**src/rtl/core/zzs_pkg.sv**
```systemverilog
// Shared widths, types and helpers for the zigzag scan walk counter.
package zzs_pkg;

  localparam int COORD_BITS = 16;
  localparam int GRID_W     = 16;
  localparam int CELL_W     = 16;
  localparam int CNT_W      = 32;
  localparam int CFG_DATA_W = 32;
  localparam int CFG_IDX_W  = 2;
  // wide enough for coord + 1 without wrap and for the grid size
  localparam int CMP_W = (COORD_BITS + 1 > GRID_W) ? COORD_BITS + 1 : GRID_W;

  typedef logic [COORD_BITS-1:0] coord_t;
  typedef logic [GRID_W-1:0]     grid_t;
  typedef logic [CELL_W-1:0]     cell_t;
  typedef logic [CNT_W-1:0]      cnt_t;

  typedef enum logic [CFG_IDX_W-1:0] {
    REG_GRID_ROWS  = 2'd0,
    REG_GRID_COLS  = 2'd1,
    REG_STEP_LIMIT = 2'd2
  } zzs_reg_t;

  typedef struct packed {
    grid_t grid_rows;
    grid_t grid_cols;
    cnt_t  step_limit;
  } zzs_cfg_t;

  typedef struct packed {
    cell_t cell_row;
    cell_t cell_col;
    logic  disjoint_bits;
    cnt_t  flagged_total;
    logic  walk_done;
  } zzs_result_t;

  localparam grid_t RST_GRID_ROWS  = GRID_W'(8);
  localparam grid_t RST_GRID_COLS  = GRID_W'(8);
  localparam cnt_t  RST_STEP_LIMIT = CNT_W'(64);

  function automatic logic [CMP_W-1:0] coord_ext(input coord_t c);
    return CMP_W'(c);
  endfunction

  function automatic cell_t cell_of(input coord_t c);
    logic [CMP_W-1:0] e;
    e = CMP_W'(c);
    return e[CELL_W-1:0];
  endfunction

endpackage

```
**src/rtl/core/zzs_ifs.sv**
```systemverilog
// Valid/ready channel interfaces: tick requests, results and register writes.
interface zzs_in_if;
  logic valid;
  logic ready;
  logic restart;

  modport source (output valid, output restart, input ready);
  modport sink   (input valid, input restart, output ready);
endinterface

interface zzs_out_if;
  import zzs_pkg::*;
  logic  valid;
  logic  ready;
  cell_t cell_row;
  cell_t cell_col;
  logic  disjoint_bits;
  cnt_t  flagged_total;
  logic  walk_done;

  modport source (output valid, output cell_row, output cell_col, output disjoint_bits,
                  output flagged_total, output walk_done, input ready);
  modport sink   (input valid, input cell_row, input cell_col, input disjoint_bits,
                  input flagged_total, input walk_done, output ready);
endinterface

interface zzs_cfg_if;
  import zzs_pkg::*;
  logic                  valid;
  logic                  ready;
  logic [CFG_IDX_W-1:0]  index;
  logic [CFG_DATA_W-1:0] data;

  modport source (output valid, output index, output data, input ready);
  modport sink   (input valid, input index, input data, output ready);
endinterface

```
**src/rtl/core/zigzag_scan_walk_counter.sv**
```systemverilog
// Top level of the zigzag scan walk counter.
//
//   channel  dir  payload                                             accepted when
//   in_req   in   restart                                             valid & ready
//   out_res  out  cell_row, cell_col, disjoint_bits, flagged_total,   valid & ready
//                 walk_done
//   cfg_wr   in   index (0 rows, 1 cols, 2 step limit), data          valid & ready
//
// One request per clock while in_req.ready is high; its result is registered in the result
// buffer and appears on out_res once any earlier result is taken. The walk state advances
// in the cycle of acceptance, so requests run back to back. Reset (rst_n low, synchronous)
// returns the walk to the origin and the registers to 8 x 8 with a limit of 64.
// A two-entry result buffer holds one extra result while out_res stalls; in_req.ready drops
// only when both entries hold results. cfg_wr is always ready.
module zigzag_scan_walk_counter (
  input logic      clk,
  input logic      rst_n,
  zzs_in_if.sink   in_req,
  zzs_out_if.source out_res,
  zzs_cfg_if.sink  cfg_wr
);
  import zzs_pkg::*;

  zzs_cfg_t    cfg;
  zzs_result_t step_res, buf_res;
  logic        in_ready, push;

  assign cfg_wr.ready = 1'b1;
  assign in_req.ready = in_ready;
  assign push         = in_req.valid && in_ready;

  zzs_cfg_regs u_cfg (
    .clk      (clk),
    .rst_n    (rst_n),
    .wr_en    (cfg_wr.valid),
    .wr_index (cfg_wr.index),
    .wr_data  (cfg_wr.data),
    .cfg      (cfg)
  );

  zzs_walk u_walk (
    .clk     (clk),
    .rst_n   (rst_n),
    .step_en (push),
    .restart (in_req.restart),
    .cfg     (cfg),
    .result  (step_res)
  );

  zzs_out_buf u_obuf (
    .clk       (clk),
    .rst_n     (rst_n),
    .push      (push),
    .din       (step_res),
    .in_ready  (in_ready),
    .out_valid (out_res.valid),
    .out_ready (out_res.ready),
    .dout      (buf_res)
  );

  assign out_res.cell_row      = buf_res.cell_row;
  assign out_res.cell_col      = buf_res.cell_col;
  assign out_res.disjoint_bits = buf_res.disjoint_bits;
  assign out_res.flagged_total = buf_res.flagged_total;
  assign out_res.walk_done     = buf_res.walk_done;

endmodule

```
**src/rtl/core/zzs_cfg_regs.sv**
```systemverilog
// Configuration register file: grid size and step limit.
module zzs_cfg_regs (
  input  logic                           clk,
  input  logic                           rst_n,
  input  logic                           wr_en,
  input  logic [zzs_pkg::CFG_IDX_W-1:0]  wr_index,
  input  logic [zzs_pkg::CFG_DATA_W-1:0] wr_data,
  output zzs_pkg::zzs_cfg_t              cfg
);
  import zzs_pkg::*;

  zzs_cfg_t cfg_r, cfg_nxt;

  always_comb begin
    cfg_nxt = cfg_r;
    if (wr_en) begin
      case (zzs_reg_t'(wr_index))
        REG_GRID_ROWS:  cfg_nxt.grid_rows  = wr_data[GRID_W-1:0];
        REG_GRID_COLS:  cfg_nxt.grid_cols  = wr_data[GRID_W-1:0];
        REG_STEP_LIMIT: cfg_nxt.step_limit = wr_data[CNT_W-1:0];
        default: ;  // unmapped index, dropped
      endcase
    end
  end

  always_ff @(posedge clk) begin
    if (!rst_n) begin
      cfg_r.grid_rows  <= RST_GRID_ROWS;
      cfg_r.grid_cols  <= RST_GRID_COLS;
      cfg_r.step_limit <= RST_STEP_LIMIT;
    end else begin
      cfg_r <= cfg_nxt;
    end
  end

  assign cfg = cfg_r;

endmodule

```
**src/rtl/core/zzs_walk.sv**
```systemverilog
// Walk state, next-position logic and result formation for one tick.
module zzs_walk (
  input  logic                 clk,
  input  logic                 rst_n,
  input  logic                 step_en,
  input  logic                 restart,
  input  zzs_pkg::zzs_cfg_t    cfg,
  output zzs_pkg::zzs_result_t result
);
  import zzs_pkg::*;

  coord_t row_r, row_nxt, col_r, col_nxt;
  logic   up_r, up_nxt, pend_r, pend_nxt;
  cnt_t   steps_r, steps_nxt, flags_r, flags_nxt;

  coord_t           adv_row, adv_col;
  logic             adv_up, adv_pend;
  logic [CMP_W-1:0] row_p1, col_p1;
  logic             last_row, last_col;
  logic             flagged, lim_hit;
  cnt_t             steps_inc, flags_inc;

  assign row_p1   = coord_ext(row_r) + CMP_W'(1);
  assign col_p1   = coord_ext(col_r) + CMP_W'(1);
  assign last_row = row_p1 == CMP_W'(cfg.grid_rows);
  assign last_col = col_p1 == CMP_W'(cfg.grid_cols);

  // next cell of the zigzag; an edge step is always followed by one diagonal
  always_comb begin
    adv_row  = row_r;
    adv_col  = col_r;
    adv_up   = up_r;
    adv_pend = 1'b0;
    if (pend_r || !(( !up_r && (last_row || col_r == '0)) ||
                    (up_r && (last_col || row_r == '0)))) begin
      if (up_r) begin
        adv_row = row_r - COORD_BITS'(1);
        adv_col = col_r + COORD_BITS'(1);
      end else begin
        adv_row = row_r + COORD_BITS'(1);
        adv_col = col_r - COORD_BITS'(1);
      end
    end else if (!up_r && last_row) begin
      adv_col  = col_r + COORD_BITS'(1);
      adv_up   = 1'b1;
      adv_pend = 1'b1;
    end else if (!up_r) begin
      adv_row  = row_r + COORD_BITS'(1);
      adv_up   = 1'b1;
      adv_pend = 1'b1;
    end else if (last_col) begin
      adv_row  = row_r + COORD_BITS'(1);
      adv_up   = 1'b0;
      adv_pend = 1'b1;
    end else begin
      adv_col  = col_r + COORD_BITS'(1);
      adv_up   = 1'b0;
      adv_pend = 1'b1;
    end
  end

  assign flagged   = (row_r & col_r) == '0;
  assign lim_hit   = steps_r >= cfg.step_limit;
  assign steps_inc = (steps_r != '1) ? steps_r + CNT_W'(1) : steps_r;
  assign flags_inc = (flagged && flags_r != '1) ? flags_r + CNT_W'(1) : flags_r;

  always_comb begin
    row_nxt   = row_r;
    col_nxt   = col_r;
    up_nxt    = up_r;
    pend_nxt  = pend_r;
    steps_nxt = steps_r;
    flags_nxt = flags_r;
    result    = '0;
    if (restart) begin
      row_nxt   = '0;
      col_nxt   = '0;
      up_nxt    = 1'b1;
      pend_nxt  = 1'b0;
      steps_nxt = '0;
      flags_nxt = '0;
    end else if (lim_hit) begin
      result.flagged_total = flags_r;
      result.walk_done     = 1'b1;
    end else begin
      result.cell_row      = cell_of(row_r);
      result.cell_col      = cell_of(col_r);
      result.disjoint_bits = flagged;
      result.flagged_total = flags_inc;
      steps_nxt = steps_inc;
      flags_nxt = flags_inc;
      // the visit that reaches the limit leaves the position where it is
      if (steps_inc < cfg.step_limit) begin
        row_nxt  = adv_row;
        col_nxt  = adv_col;
        up_nxt   = adv_up;
        pend_nxt = adv_pend;
      end
    end
  end

  always_ff @(posedge clk) begin
    if (!rst_n) begin
      row_r   <= '0;
      col_r   <= '0;
      up_r    <= 1'b1;
      pend_r  <= 1'b0;
      steps_r <= '0;
      flags_r <= '0;
    end else if (step_en) begin
      row_r   <= row_nxt;
      col_r   <= col_nxt;
      up_r    <= up_nxt;
      pend_r  <= pend_nxt;
      steps_r <= steps_nxt;
      flags_r <= flags_nxt;
    end
  end

endmodule

```
**src/rtl/core/zzs_out_buf.sv**
```systemverilog
// Result register with a skid entry, so the request side sees a registered ready.
module zzs_out_buf (
  input  logic                 clk,
  input  logic                 rst_n,
  input  logic                 push,
  input  zzs_pkg::zzs_result_t din,
  output logic                 in_ready,
  output logic                 out_valid,
  input  logic                 out_ready,
  output zzs_pkg::zzs_result_t dout
);
  import zzs_pkg::*;

  zzs_result_t main_r, main_nxt, skid_r, skid_nxt;
  logic        main_v_r, main_v_nxt, skid_v_r, skid_v_nxt;
  logic        take;

  assign take = main_v_r && out_ready;

  always_comb begin
    main_nxt   = main_r;
    skid_nxt   = skid_r;
    main_v_nxt = main_v_r;
    skid_v_nxt = skid_v_r;
    if (skid_v_r) begin
      // no push possible while the skid entry is occupied
      if (take) begin
        main_nxt   = skid_r;
        skid_v_nxt = 1'b0;
      end
    end else if (push) begin
      if (!main_v_r || take) begin
        main_nxt   = din;
        main_v_nxt = 1'b1;
      end else begin
        skid_nxt   = din;
        skid_v_nxt = 1'b1;
      end
    end else if (take) begin
      main_v_nxt = 1'b0;
    end
  end

  always_ff @(posedge clk) begin
    if (!rst_n) begin
      main_v_r <= 1'b0;
      skid_v_r <= 1'b0;
    end else begin
      main_v_r <= main_v_nxt;
      skid_v_r <= skid_v_nxt;
    end
  end

  always_ff @(posedge clk) begin
    main_r <= main_nxt;
    skid_r <= skid_nxt;
  end

  assign in_ready  = !skid_v_r;
  assign out_valid = main_v_r;
  assign dout      = main_r;

endmodule

```
**src/flat_wrapper.sv**
```systemverilog
// flat-port wrapper written by rule: the top's interface ports become plain ports
module zigzag_scan_walk_counter_flat import zzs_pkg::*;
  (clk, rst_n, in_req_valid, in_req_restart, in_req_ready, out_res_valid, out_res_cell_row, out_res_cell_col, out_res_disjoint_bits, out_res_flagged_total, out_res_walk_done, out_res_ready, cfg_wr_valid, cfg_wr_index, cfg_wr_data, cfg_wr_ready);
  zzs_in_if in_req_i ();
  zzs_out_if out_res_i ();
  zzs_cfg_if cfg_wr_i ();
  input logic clk;
  input logic rst_n;
  input wire logic [$bits(in_req_i.valid)-1:0] in_req_valid;
  input wire logic [$bits(in_req_i.restart)-1:0] in_req_restart;
  output wire logic [$bits(in_req_i.ready)-1:0] in_req_ready;
  output wire logic [$bits(out_res_i.valid)-1:0] out_res_valid;
  output wire logic [$bits(out_res_i.cell_row)-1:0] out_res_cell_row;
  output wire logic [$bits(out_res_i.cell_col)-1:0] out_res_cell_col;
  output wire logic [$bits(out_res_i.disjoint_bits)-1:0] out_res_disjoint_bits;
  output wire logic [$bits(out_res_i.flagged_total)-1:0] out_res_flagged_total;
  output wire logic [$bits(out_res_i.walk_done)-1:0] out_res_walk_done;
  input wire logic [$bits(out_res_i.ready)-1:0] out_res_ready;
  input wire logic [$bits(cfg_wr_i.valid)-1:0] cfg_wr_valid;
  input wire logic [$bits(cfg_wr_i.index)-1:0] cfg_wr_index;
  input wire logic [$bits(cfg_wr_i.data)-1:0] cfg_wr_data;
  output wire logic [$bits(cfg_wr_i.ready)-1:0] cfg_wr_ready;
  assign in_req_i.valid = in_req_valid;
  assign in_req_i.restart = in_req_restart;
  assign in_req_ready = in_req_i.ready;
  assign out_res_valid = out_res_i.valid;
  assign out_res_cell_row = out_res_i.cell_row;
  assign out_res_cell_col = out_res_i.cell_col;
  assign out_res_disjoint_bits = out_res_i.disjoint_bits;
  assign out_res_flagged_total = out_res_i.flagged_total;
  assign out_res_walk_done = out_res_i.walk_done;
  assign out_res_i.ready = out_res_ready;
  assign cfg_wr_i.valid = cfg_wr_valid;
  assign cfg_wr_i.index = cfg_wr_index;
  assign cfg_wr_i.data = cfg_wr_data;
  assign cfg_wr_ready = cfg_wr_i.ready;
  zigzag_scan_walk_counter u_core (.clk(clk), .rst_n(rst_n), .in_req(in_req_i), .out_res(out_res_i), .cfg_wr(cfg_wr_i));
endmodule
```
**config.mk**
```make
export PLATFORM = sky130hd
export DESIGN_NAME = zigzag_scan_walk_counter_flat
export DESIGN_NICKNAME = d
export VERILOG_FILES = /design/src/rtl/core/zzs_pkg.sv /design/src/rtl/core/zzs_ifs.sv /design/src/rtl/core/zigzag_scan_walk_counter.sv /design/src/rtl/core/zzs_cfg_regs.sv /design/src/rtl/core/zzs_walk.sv /design/src/rtl/core/zzs_out_buf.sv /design/src/flat_wrapper.sv
export SDC_FILE = /design/constraint.sdc
export NUM_CORES = 1
export LEC_CHECK = 0
export BUFFER_PORTS_ARGS = -buffer_cell sky130_fd_sc_hd__buf_4
export CAP_MARGIN = 20
export CORE_MARGIN = 2
export CORE_UTILIZATION = 65
export DETAILED_ROUTE_END_ITERATION = 10
export PLACE_DENSITY = 0.93
export SYNTH_ARGS = -nofsm -noshare
export SYNTH_HDL_FRONTEND = slang
export SYNTH_HIERARCHICAL = 1
export SYNTH_SLANG_ARGS = --single-unit
export TNS_END_PERCENT = 20
```
**constraint.sdc**
```tcl
create_clock -name clk -period 9.9 [get_ports clk]
set_clock_uncertainty 0.2 [all_clocks]
set_input_delay 1.98 -clock clk [delete_from_list [all_inputs] [get_ports clk]]
set_output_delay 1.98 -clock clk [all_outputs]
set_load 0.1 [all_outputs]
```
Yosys cells after proc, flatten, opt, wreduce, memory -nomap -nowiden
Cells that the tools add are included.
{"block": "classes", "mux": 46, "bitwise_logic": 3, "magnitude_cmp": 2, "n_addsub": 8, "n_reduce_logical": 35, "n_eq_ne": 13}
{"cell": "2-to-1 mux 66 bit", "n": 5}
{"cell": "2-to-1 mux 16 bit", "n": 16}
{"cell": "2-to-1 mux 32 bit", "n": 6}
{"cell": "adder 32 x 1 -> 32 bit (second input constant)", "n": 2}
{"cell": "inequality test 32 bit (second input constant)", "n": 2}
{"cell": "logical NOT 16 bit", "n": 3}
{"cell": "adder 16 x 1 -> 17 bit (second input constant)", "n": 2}
{"cell": "equality test 17 x 16 -> 1 bit", "n": 2}
{"cell": "2-to-1 mux 33 bit", "n": 1}
{"cell": "adder 16 x 1 -> 16 bit (second input constant)", "n": 2}
{"cell": "greater-or-equal comparator 32 bit", "n": 1}
{"cell": "< comparator 32 bit", "n": 1}
{"cell": "subtractor 16 x 1 -> 16 bit (second input constant)", "n": 2}
{"cell": "2-to-1 mux 1 bit", "n": 18}
{"cell": "bitwise AND 16 bit", "n": 1}
{"cell": "AND reduction 3 bit", "n": 4}
{"cell": "AND reduction 5 bit", "n": 2}
{"cell": "inequality test 4 x 2 -> 1 bit (second input constant)", "n": 2}
{"cell": "AND reduction 2 bit", "n": 4}
{"cell": "nonzero test 2 bit", "n": 4}
{"cell": "logical AND 1 bit", "n": 6}
{"cell": "inequality test 2 bit (second input constant)", "n": 3}
{"cell": "logical OR 1 bit", "n": 5}
{"cell": "logical NOT 1 bit", "n": 4}
{"cell": "other kinds (8)", "n": 9}
{"block": "word_totals", "input_bits": 40, "out_inout_bits": 69, "elab_cells": 128, "regBits": 296}

Longest topological paths before layout
Gate-level depths: netlist of the first run.
{"block": "depth", "depth_word": 11, "depth_mapped": 22, "ltp_nobuf": 19}

Hierarchy
The synthesis of the first run kept the hierarchy.
{"mod": "zzs_walk", "instances": 1, "seq_area_each_um2": 1961.9, "area_each_um2": 9821.9, "cells_per_inst": 1352}
{"mod": "zzs_out_buf", "instances": 1, "seq_area_each_um2": 4003.8, "area_each_um2": 5154.9, "cells_per_inst": 220}
{"mod": "zzs_cfg_regs", "instances": 1, "seq_area_each_um2": 1281.2, "area_each_um2": 2459.9, "cells_per_inst": 248}
{"mod": "zigzag_scan_walk_counter", "instances": 1, "seq_area_each_um2": 0.0, "area_each_um2": 17.5, "cells_per_inst": 3}

Worst setup path before layout of the first run
No wires, ideal clock.
{"block": "synth_timing", "path_type": "in2reg", "start": "in in_req_valid", "end": "reg u_core.u_obuf.main_r, in the netlist u_core/u_obuf/dout[0] (enable)", "path_buffers": 0, "t_arrival_ns": 5.548, "slack_ns": 3.640, "setup_ns": 0.512, "path_stages": 3, "required_time_ns": 9.188, "path_cell_list": "and2_1 mux2i_1 a21oi_1"}
{"block": "synth_via", "elab_chain_len": 3}
{"element": "start: declaration", "line_no": "flat_wrapper.sv:9", "text": "input wire logic [$bits(in_req_i.valid)-1:0] in_req_valid;"}
{"element": "logical AND 1 bit", "line_no": "zigzag_scan_walk_counter.sv:30", "text": "assign push = in_req.valid && in_ready;"}
{"element": "nonzero test 2 bit (no source line)"}
{"element": "AND reduction 3 bit (no source line)"}
{"element": "end signal: assignment", "line_no": "zzs_out_buf.sv:55", "text": "main_r <= main_nxt;"}
{"element": "end: declaration", "line_no": "zzs_out_buf.sv:14", "text": "zzs_result_t main_r, main_nxt, skid_r, skid_nxt;"}
No other way between the ends.
A chain may end at the register's enable or synchronous reset.

Final worst setup path of the first run
{"block": "layout_timing", "start": "reg u_core.u_walk.steps_r[6]", "end": "reg u_core.u_walk.col_r[15]"}
{"block": "layout_via", "elab_chain_len": 5, "word_cells_on_any_way": 8, "cone_classes": "add/sub: 1; order compare: 2; eq/ne: 2; mux: 1; reduce/logical: 2"}
{"element": "start: declaration", "line_no": "zzs_walk.sv:14", "text": "cnt_t steps_r, steps_nxt, flags_r, flags_nxt;"}
{"element": "start signal: assignment", "line_no": "zzs_walk.sv:115", "text": "steps_r <= steps_nxt;"}
{"element": "adder 32 x 1 -> 32 bit / inequality test 32 bit (equally long branches)", "line_no": "zzs_walk.sv:64", "text": "assign steps_inc = (steps_r != '1) ? steps_r + CNT_W'(1) : steps_r;"}
{"element": "2-to-1 mux 32 bit", "line_no": "zzs_walk.sv:64"}
{"element": "< comparator 32 bit", "line_no": "zzs_walk.sv:93", "text": "if (steps_inc < cfg.step_limit) begin"}
{"element": "nonzero test 2 bit (no source line)"}
{"element": "AND reduction 5 bit (no source line) (*)"}
{"element": "end signal: assignment", "line_no": "zzs_walk.sv:112", "text": "col_r <= col_nxt;"}
{"element": "end: declaration", "line_no": "zzs_walk.sv:12", "text": "coord_t row_r, row_nxt, col_r, col_nxt;"}
Every way passes the cells marked *; elsewhere a longest branch is shown, timed or not.

==> metrics, run 1 <==
status=finished clean; Max Buffers Root-to-Sink=3; LEAKAGE=7.69 nW; flop-to-flop setup slack=3660 ps; CTS Buf Count=30; DR DRC count=0; HP Class=reg -> reg; Fmax=160 MHz; Area contributors post-synth=edfxtp_1 (23%), dfxtp_1 (19%), mux2_4 (5.7%); Hold Vio Cnt, Final=0; Synth warnings=6; Skew-Pair Late Insertion Delay=580 ps; Fin Hold WS=263 ps; delay-heaviest family, CP=simple AND/OR/NAND/NOR gates; Critical Path Source Type=flip-flop; Max-Slew Margin vs Limit=0.274; Mapped Cells=1823; post-route ant nets=0; share of layout cells above drive strength 1=0.144; cell taking the most area after synthesis=edfxtp_1; RSZ-0062 raised after global routing=false; DRT Wirelength=44200 µm; hold buffer count at CTS=0; # setup viols final=0; Post-synth top cells=nand2_1 (174), dfxtp_1 (164), nor2_1 (133), edfxtp_1 (132), clkbuf_1 (87); row count=59; fin crit share=0.630; I/O Pins=109; Hold EP=u_core/u_cfg/cfg[19]$_SDFFE_PN0P_; Via Count=14500; dpl hpwl=29900 µm; CP bufs+invs=0; Setup CP Type=reg -> reg; post-synth top area share=0.227; die area=28200 µm²; sequential share of the synthesized area=0.415; HP Start=u_core/u_cfg/cfg[19]$_SDFFE_PN0P_; largest net degree at the start of global routing=88; crit-path max FO=12; R2R depth=19; PostCTS Resize Cnt=0; H-tree Lvls=1; CTS tree=yes; DR iter-0 viols=1802; Root Driver=clkbuf_16; post-synthesis async set-or-reset flop share=0; cell-by-cell trace of the critical path=nand4_1, nor4_1, nand3_1, nor3_1, and3_1, and3_1, nand3_1, xnor2_1, ha_1, and4_1, a21o_1, a2bb2oi_1, o311a_1, nor4bb_1, nand3_1, o21bai_1, nor2_1, a21boi_0, mux2i_1; GPL Wtd Cong=0.980; clock-pin transition on the worst setup and hold timing paths=60 ps; Worst R2R Start=u_core/u_walk/steps_r[6]$_SDFFE_PN0P_; DR pass1 iterations=9; crit-path max cell delay=740 ps; synthesized area per cell=9.57 µm²; Vias/cell=6.53; Post-synth EDFFs=132; Crit-path slowest cell=nor4bb_1; Mapped Area=17500 µm²; global route overflow=0; pwr/cell area=212 nW/µm²; Tightest Pin Transition=1090 ps; vias in the first global route=13800; CP endpoint kind=flip-flop; Max Cap Viol=0; Avg WL per Cell=20.0 µm; final critical-path required period=6240 ps; Hold Crit Depth=2; Port Buffers=107; CP most frequent cell=nand3_1; clock sink total=296; Yosys cell types=85; fin. max-slew vios=0; CP Data Required Time=10210 ps; Power Total=0.00409 W; Most used DFF post-synth=dfxtp_1; Area Growth Syn to Fin=10.3%; count leader, synth=nand2_1; initial antenna violation count=1; Initial Util=0.666; crit path DAT=6540 ps; cell count after placement=2155; setup bufs post-CTS=0; final net count=1964; Peak VDD IR=141 µV; TNS Setup=0 ps; flops & latches, synth=296; Non-Filler Instances=2214; first-pass GRT wire length=70700 µm; Syn Nets=1933; Die Height=168 µm; r2r endpoint=u_core/u_walk/col_r[15]$_SDFFE_PN0P_; Global Route Usage Sum=0.305; Core ar.=26200 µm²; Layout Utilization=0.735; die width=168 µm
## cell type report
cell class	instances	area (µm²)
multi-input cells	1342	9380
flip-flops and latches	296	7250
fillers	1767	6950
repair buffers	124	962
clock buffers	40	848
well taps	335	419
inverters	60	225
clock inverters	16	166
diodes	1	2.50
## power breakdown
part	switching, W	total, W	internal, W	leakage [nW]
Clock	0.000487	0.00114	0.000657	0.497
Sequential	0.000165	0.00154	0.00137	2.60
Combinational	0.000904	0.00140	0.000500	4.59
## metal layers
layer,up-vias,GRT usage,part of all wire
li1,6728,-,-
met1,6800,0.417,0.41
met2,805,0.508,0.47
met3,128,0.0395,0.092
met4,0,0.0926,0.029
met5,-,0,0
## stage by stage
step / worst slack (ps) / instance area [µm²]
6_report: 3660 / 19300
5_1_grt: 3260 / 19300
4_1_cts: 3840 / 19200
3_5_place_dp: 3870 / 18200
3_3_place_gp: 4030 / 18200
2_1_floorplan: 3640 / 17500
## cells in the final DEF, fill, tap and decap left out, types with 16 or more instances in the layout
cell / instances
nand4_1: 32
nand2_1: 174
and2_1: 19
ha_1: 70
or3_1: 27
edfxtp_1: 132
mux2i_1: 85
clkbuf_16: 30
a21o_1: 18
a21oi_1: 85
nor3_1: 60
dfxtp_1: 163
nand3_1: 66
nor2_1: 133
and3_1: 73
buf_4: 121
xor2_1: 43
nand3b_1: 18
o21ai_0: 67
inv_1: 59
mux2_4: 66
xnor2_1: 55
a31oi_1: 16
## kinds of logic (layout without fill, tap and decap cells)
| logic type | Yosys count | in the layout | share of synthesized area |
|---|---|---|---|
| buffers and inverters | 185 | 240 | 0.0486 |
| xor gates and xnor gates | 98 | 98 | 0.0492 |
| other | 1 | 2 | 0.000215 |
| and+or+nand+nor | 703 | 703 | 0.212 |
| DFF | 296 | 296 | 0.415 |
| adders and majority gates | 70 | 70 | 0.0502 |
| AOI/OAI and AO/OA | 317 | 317 | 0.118 |
| muxes | 153 | 153 | 0.107 |
## worst max-delay path by stage
stage,end,cells after the start,startpoint
finish,u_core/u_walk/col_r[15]$_SDFFE_PN0P_,19,u_core/u_walk/steps_r[6]$_SDFFE_PN0P_
global placement,u_core/u_walk/col_r[15]$_SDFFE_PN0P_,19,u_core/u_walk/steps_r[6]$_SDFFE_PN0P_
global route,u_core/u_walk/col_r[15]$_SDFFE_PN0P_,19,u_core/u_walk/steps_r[6]$_SDFFE_PN0P_
CTS,u_core/u_walk/col_r[15]$_SDFFE_PN0P_,19,u_core/u_walk/steps_r[6]$_SDFFE_PN0P_
floorplan,u_core/u_obuf/dout[0]$_DFFE_PP_,3,in_req_valid
detailed placement,u_core/u_walk/col_r[15]$_SDFFE_PN0P_,19,u_core/u_walk/steps_r[6]$_SDFFE_PN0P_
## state kept, by name (all words and copies together), names as in the netlist
register	cells
u_core/u_obuf/dout	66
u_core/u_obuf/skid_r	66
u_core/u_cfg/cfg	64
u_core/u_walk/flags_r	32
u_core/u_walk/steps_r	32
u_core/u_walk/col_r	16
u_core/u_walk/row_r	16
u_core/u_obuf/out_valid	1
u_core/u_obuf/skid_v_r	1
u_core/u_walk/pend_r	1
u_core/u_walk/up_r	1
## worst register-to-register path: stages, from the launching register on
cell       delay [ps]
dfxtp_1           490
nand4_1           190
nor4_1            560
nand3_1           140
nor3_1            360
and3_1            330
and3_1            290
nand3_1           120
xnor2_1           200
ha_1              270
and4_1            220
a21o_1            170
a2bb2oi_1         190
o311a_1           200
nor4bb_1          740
nand3_1           270
o21bai_1          480
nor2_1            460
a21boi_0          160
mux2i_1           140
Power figures use the tool's default switching activity.
==> run 2: changes to the inputs <==
Settings changed: ABC_AREA set to 1, CORE_UTILIZATION 65 to 62, PLACE_DENSITY 0.93 to 0.89.
Clock period 9.9 ns to 6.4 ns, I/O delays scaled along.
==> metrics, run 2 <==
status=finished clean (unchanged); Area Growth Syn to Fin=10.4% (was 10.3%); Power Total=0.00643 W (was 0.00409 W); setup bufs post-CTS=0 (unchanged); Peak VDD IR=266 µV (was 141 µV); post-route ant nets=0 (unchanged); CP endpoint kind=flip-flop (unchanged); Switching Fraction=0.413 (was 0.381); Root Driver=clkbuf_16 (unchanged); diode count=0 (was 1); Non-Filler Instances=2969 (was 2214); Hold Vio Cnt, Final=0 (unchanged); PostCTS Resize Cnt=0 (unchanged); Core ar.=28000 µm² (was 26200 µm²); Post-synth EDFFs=132 (unchanged); # setup viols final=0 (unchanged); final net count=2676 (was 1964); Mapped Area=17700 µm² (was 17500 µm²); initial antenna violation count=0 (was 1); CP bufs+invs=2 (was 0); CP Data Required Time=6650 ps (was 10210 ps); Syn Nets=2630 (was 1933); largest net degree at the start of global routing=109 (was 88); Max-Slew Margin vs Limit=0.272 (was 0.274); DR iter-0 viols=1925 (was 1802); Tightest Pin Transition=1090 ps (about the same); DR DRC count=0 (unchanged); fin crit share=0.764 (was 0.630); Vias/cell=5.69 (was 6.53); Mapped Cells=2520 (was 1823); CTS Buf Count=31 (was 30); cell count after placement=2908 (was 2155); Die Height=173 µm (was 168 µm); synthesized area per cell=7.04 µm² (was 9.57 µm²); delay-heaviest family, CP=simple AND/OR/NAND/NOR gates (unchanged); die area=30000 µm² (was 28200 µm²); Synth warnings=6 (unchanged); CTS tree=yes (unchanged); RSZ-0062 raised after global routing=false (unchanged); HP Class=reg -> reg (unchanged); setup ws final=1510 ps (was 3660 ps); Crit-path slowest cell=nand3_2 (was nor4bb_1); share of layout cells above drive strength 1=0.0826 (was 0.144); commonest non-fill, non-tap cell in the layout=nand2_1 (unchanged); Initial Util=0.634 (was 0.666); crit-path max FO=32 (was 12); Most used DFF post-synth=dfxtp_1 (unchanged); Avg WL per Cell=15.3 µm (was 20.0 µm); first-pass GRT wire length=75000 µm (was 70700 µm); H-tree Lvls=1 (unchanged); vias in the first global route=15400 (was 13800); clock-pin transition on the worst setup and hold timing paths=60 ps (about the same); Flop pwr share=0.373 (was 0.376); internal power=0.00377 W (was 0.00253 W); Post-synth top cells=nand2_1 (735), nor2_1 (336), inv_1 (294), dfxtp_1 (164), a21oi_1 (135) (was nand2_1 (174), dfxtp_1 (164), nor2_1 (133), edfxtp_1 (132), clkbuf_1 (87)); met3 Usage GRT=0.0435 (was 0.0395); GPL Wtd Cong=0.997 (was 0.980); crit path DAT=5130 ps (was 6540 ps); pwr/cell area=328 nW/µm² (was 212 nW/µm²); clock sink total=296 (unchanged); Place WS=1680 ps (was 3870 ps); flops & latches, synth=296 (unchanged); cell taking the most area after synthesis=edfxtp_1 (unchanged); Global Route Usage Sum=0.297 (was 0.305); cell-by-cell trace of the critical path=ha_1, inv_1, nor2_1, nand2_1, nor2_1, nand2_1, inv_1, nor4_1, nand4_1, nor2_1, nand4_1, xnor2_1, ha_1, nand4_1, nor3_1, nor4b_1, nand2_1, nand2_1, nand2_2, nand3_2, nand2_1, nand2_1, nor2_1 (was nand4_1, nor4_1, nand3_1, nor3_1, and3_1, and3_1, nand3_1, xnor2_1, ha_1, and4_1, a21o_1, a2bb2oi_1, o311a_1, nor4bb_1, nand3_1, o21bai_1, nor2_1, a21boi_0, mux2i_1); Port Buffers=107 (unchanged); sequential share of the synthesized area=0.408 (was 0.415); most frequent cells in the layout=nand2_1 (735), nor2_1 (334), inv_1 (293) (was nand2_1 (174), dfxtp_1 (163), nor2_1 (133)); die width=173 µm (was 168 µm); count leader, synth=nand2_1 (unchanged); met2 GRT Util=0.482 (was 0.508); Area contributors post-synth=edfxtp_1 (22%), dfxtp_1 (19%), nand2_1 (16%) (was edfxtp_1 (23%), dfxtp_1 (19%), mux2_4 (5.7%)); met1 Usage GRT=0.417 (about the same); Max Buffers Root-to-Sink=3 (unchanged); post-synth top area share=0.223 (was 0.227); GR peak layer=met2 (unchanged); final critical-path required period=4890 ps (was 6240 ps); Skew-Pair Late Insertion Delay=560 ps (was 580 ps); LEAKAGE=9.06 nW (was 7.69 nW); row count=61 (was 59); Critical Path Source Type=flip-flop (unchanged); Setup CP Type=reg -> reg (unchanged); DRT Wirelength=45500 µm (was 44200 µm); Yosys cell types=51 (was 85); TNS Setup=0 ps (unchanged); I/O Pins=109 (unchanged); dpl hpwl=31500 µm (was 29900 µm); Comb pwr share=0.368 (was 0.344); Fmax=205 MHz (was 160 MHz); clock share of power=0.258 (was 0.280); switching pwr=0.00266 W (was 0.00156 W); hold buffer count at CTS=0 (unchanged); fill count=2260 (was 1767); crit-path max cell delay=510 ps (was 740 ps); DR pass1 iterations=8 (was 9); Via Count=16900 (was 14500); global route overflow=0 (unchanged); Max Cap Viol=0 (unchanged); fin. max-slew vios=0 (unchanged); post-synthesis async set-or-reset flop share=0 (unchanged); CP most frequent cell=nand2_1 (was nand3_1)
==> run 2: cell types whose count changed in the layout (fill, tap and decap cells not counted), moves of 18 or more <==
cell      before  now
and3_1        73    0
a21oi_1       85  135
xnor2_1       55    7
o21ai_1        3   25
nand3_1       66  131
and2_1        19    1
mux2_4        66    0
inv_1         59  293
nand2_1      174  735
o21ai_0       67   90
a211oi_1       9   29
or3_1         27    0
mux2i_1       85    1
nor2_1       133  334
==> run 2: path summary, 6_finish.rpt <==
check                                                           start                                   to  slack, ps  cells past startpoint
worst max-delay path            u_core/u_walk/steps_r[1]$_SDFFE_PN0P_  u_core/u_walk/row_r[1]$_SDFFE_PN0P_       1510                     23
worst min-delay path                 u_core/u_cfg/cfg[6]$_SDFFE_PN1P_     u_core/u_cfg/cfg[6]$_SDFFE_PN1P_        280                      2
worst max register to register  u_core/u_walk/steps_r[1]$_SDFFE_PN0P_  u_core/u_walk/row_r[1]$_SDFFE_PN0P_       1510                     23
worst min register to register       u_core/u_cfg/cfg[6]$_SDFFE_PN1P_     u_core/u_cfg/cfg[6]$_SDFFE_PN1P_        280                      2
==> run 2: final cells by class <==
class | instances | area, µm² | area share
clock inverter | 19 | 131 | 0.00670
timing repair buffer | 123 | 958 | 0.0489
multi-input combinational | 1809 | 8830 | 0.451
tap | 378 | 473 | 0.0241
clock buffer | 39 | 806 | 0.0411
inverter | 305 | 1150 | 0.0585
sequential | 296 | 7250 | 0.370
==> run 2: logic make-up (layout without fill, tap and decap cells) <==
kind of cell / after synthesis / in the layout / synth area share
buffers and inverters: 415 / 486 / 0.0951
AND/OR/NAND/NOR: 1380 / 1380 / 0.327
multiplexers: 1 / 1 / 0.000564
other: 1 / 1 / 0.000211
adder cells (fa/ha/maj): 70 / 70 / 0.0494
XOR/XNOR: 49 / 49 / 0.0242
flip-flops: 296 / 296 / 0.408
AO/OA/AOI/OAI: 308 / 308 / 0.0950
==> run 2: stage by stage <==
| stage | hold slack, ps | cell area [µm²] | utilization |
|---|---|---|---|
| 2_1_floorplan | 229 | 17800 | - |
| 3_5_place_dp | 254 | 18600 | 0.664 |
| 3_3_place_gp | 248 | 18600 | 0.664 |
| 5_1_grt | 298 | 19600 | 0.700 |
| 4_1_cts | 270 | 19500 | 0.698 |
| 6_report | 277 | 19600 | 0.700 |
==> run 2: worst register-to-register path: stages, from the launching register on <==
cell and delay [ps]:
dfxtp_1 340, ha_1 180, inv_1 100, nor2_1 90
nand2_1 120, nor2_1 90, nand2_1 190, inv_1 110
nor4_1 400, nand4_1 230, nor2_1 270, nand4_1 150
xnor2_1 180, ha_1 310, nand4_1 140, nor3_1 210
nor4b_1 340, nand2_1 90, nand2_1 110, nand2_2 120
nand3_2 510, nand2_1 140, nand2_1 100, nor2_1 40
==> run 2: routing by layer <==
layer	routed length (µm)	part of all wire
met5	0	0
met4	969	0.021
met3	4270	0.094
met2	20800	0.46
met1	19500	0.43
==> run 2: power groups by stage <==
| stage | combinational [W] | sequential (W) | clock [W] |
|---|---|---|---|
| detailed placement | 0.00229 | 0.00243 | 0 |
| global route | 0.00259 | 0.00242 | 0.00177 |
| global placement | 0.00223 | 0.00243 | 0 |
| floorplan | 0.00144 | 0.00276 | 0 |
| finish | 0.00237 | 0.00240 | 0.00166 |
| CTS | 0.00231 | 0.00239 | 0.00169 |
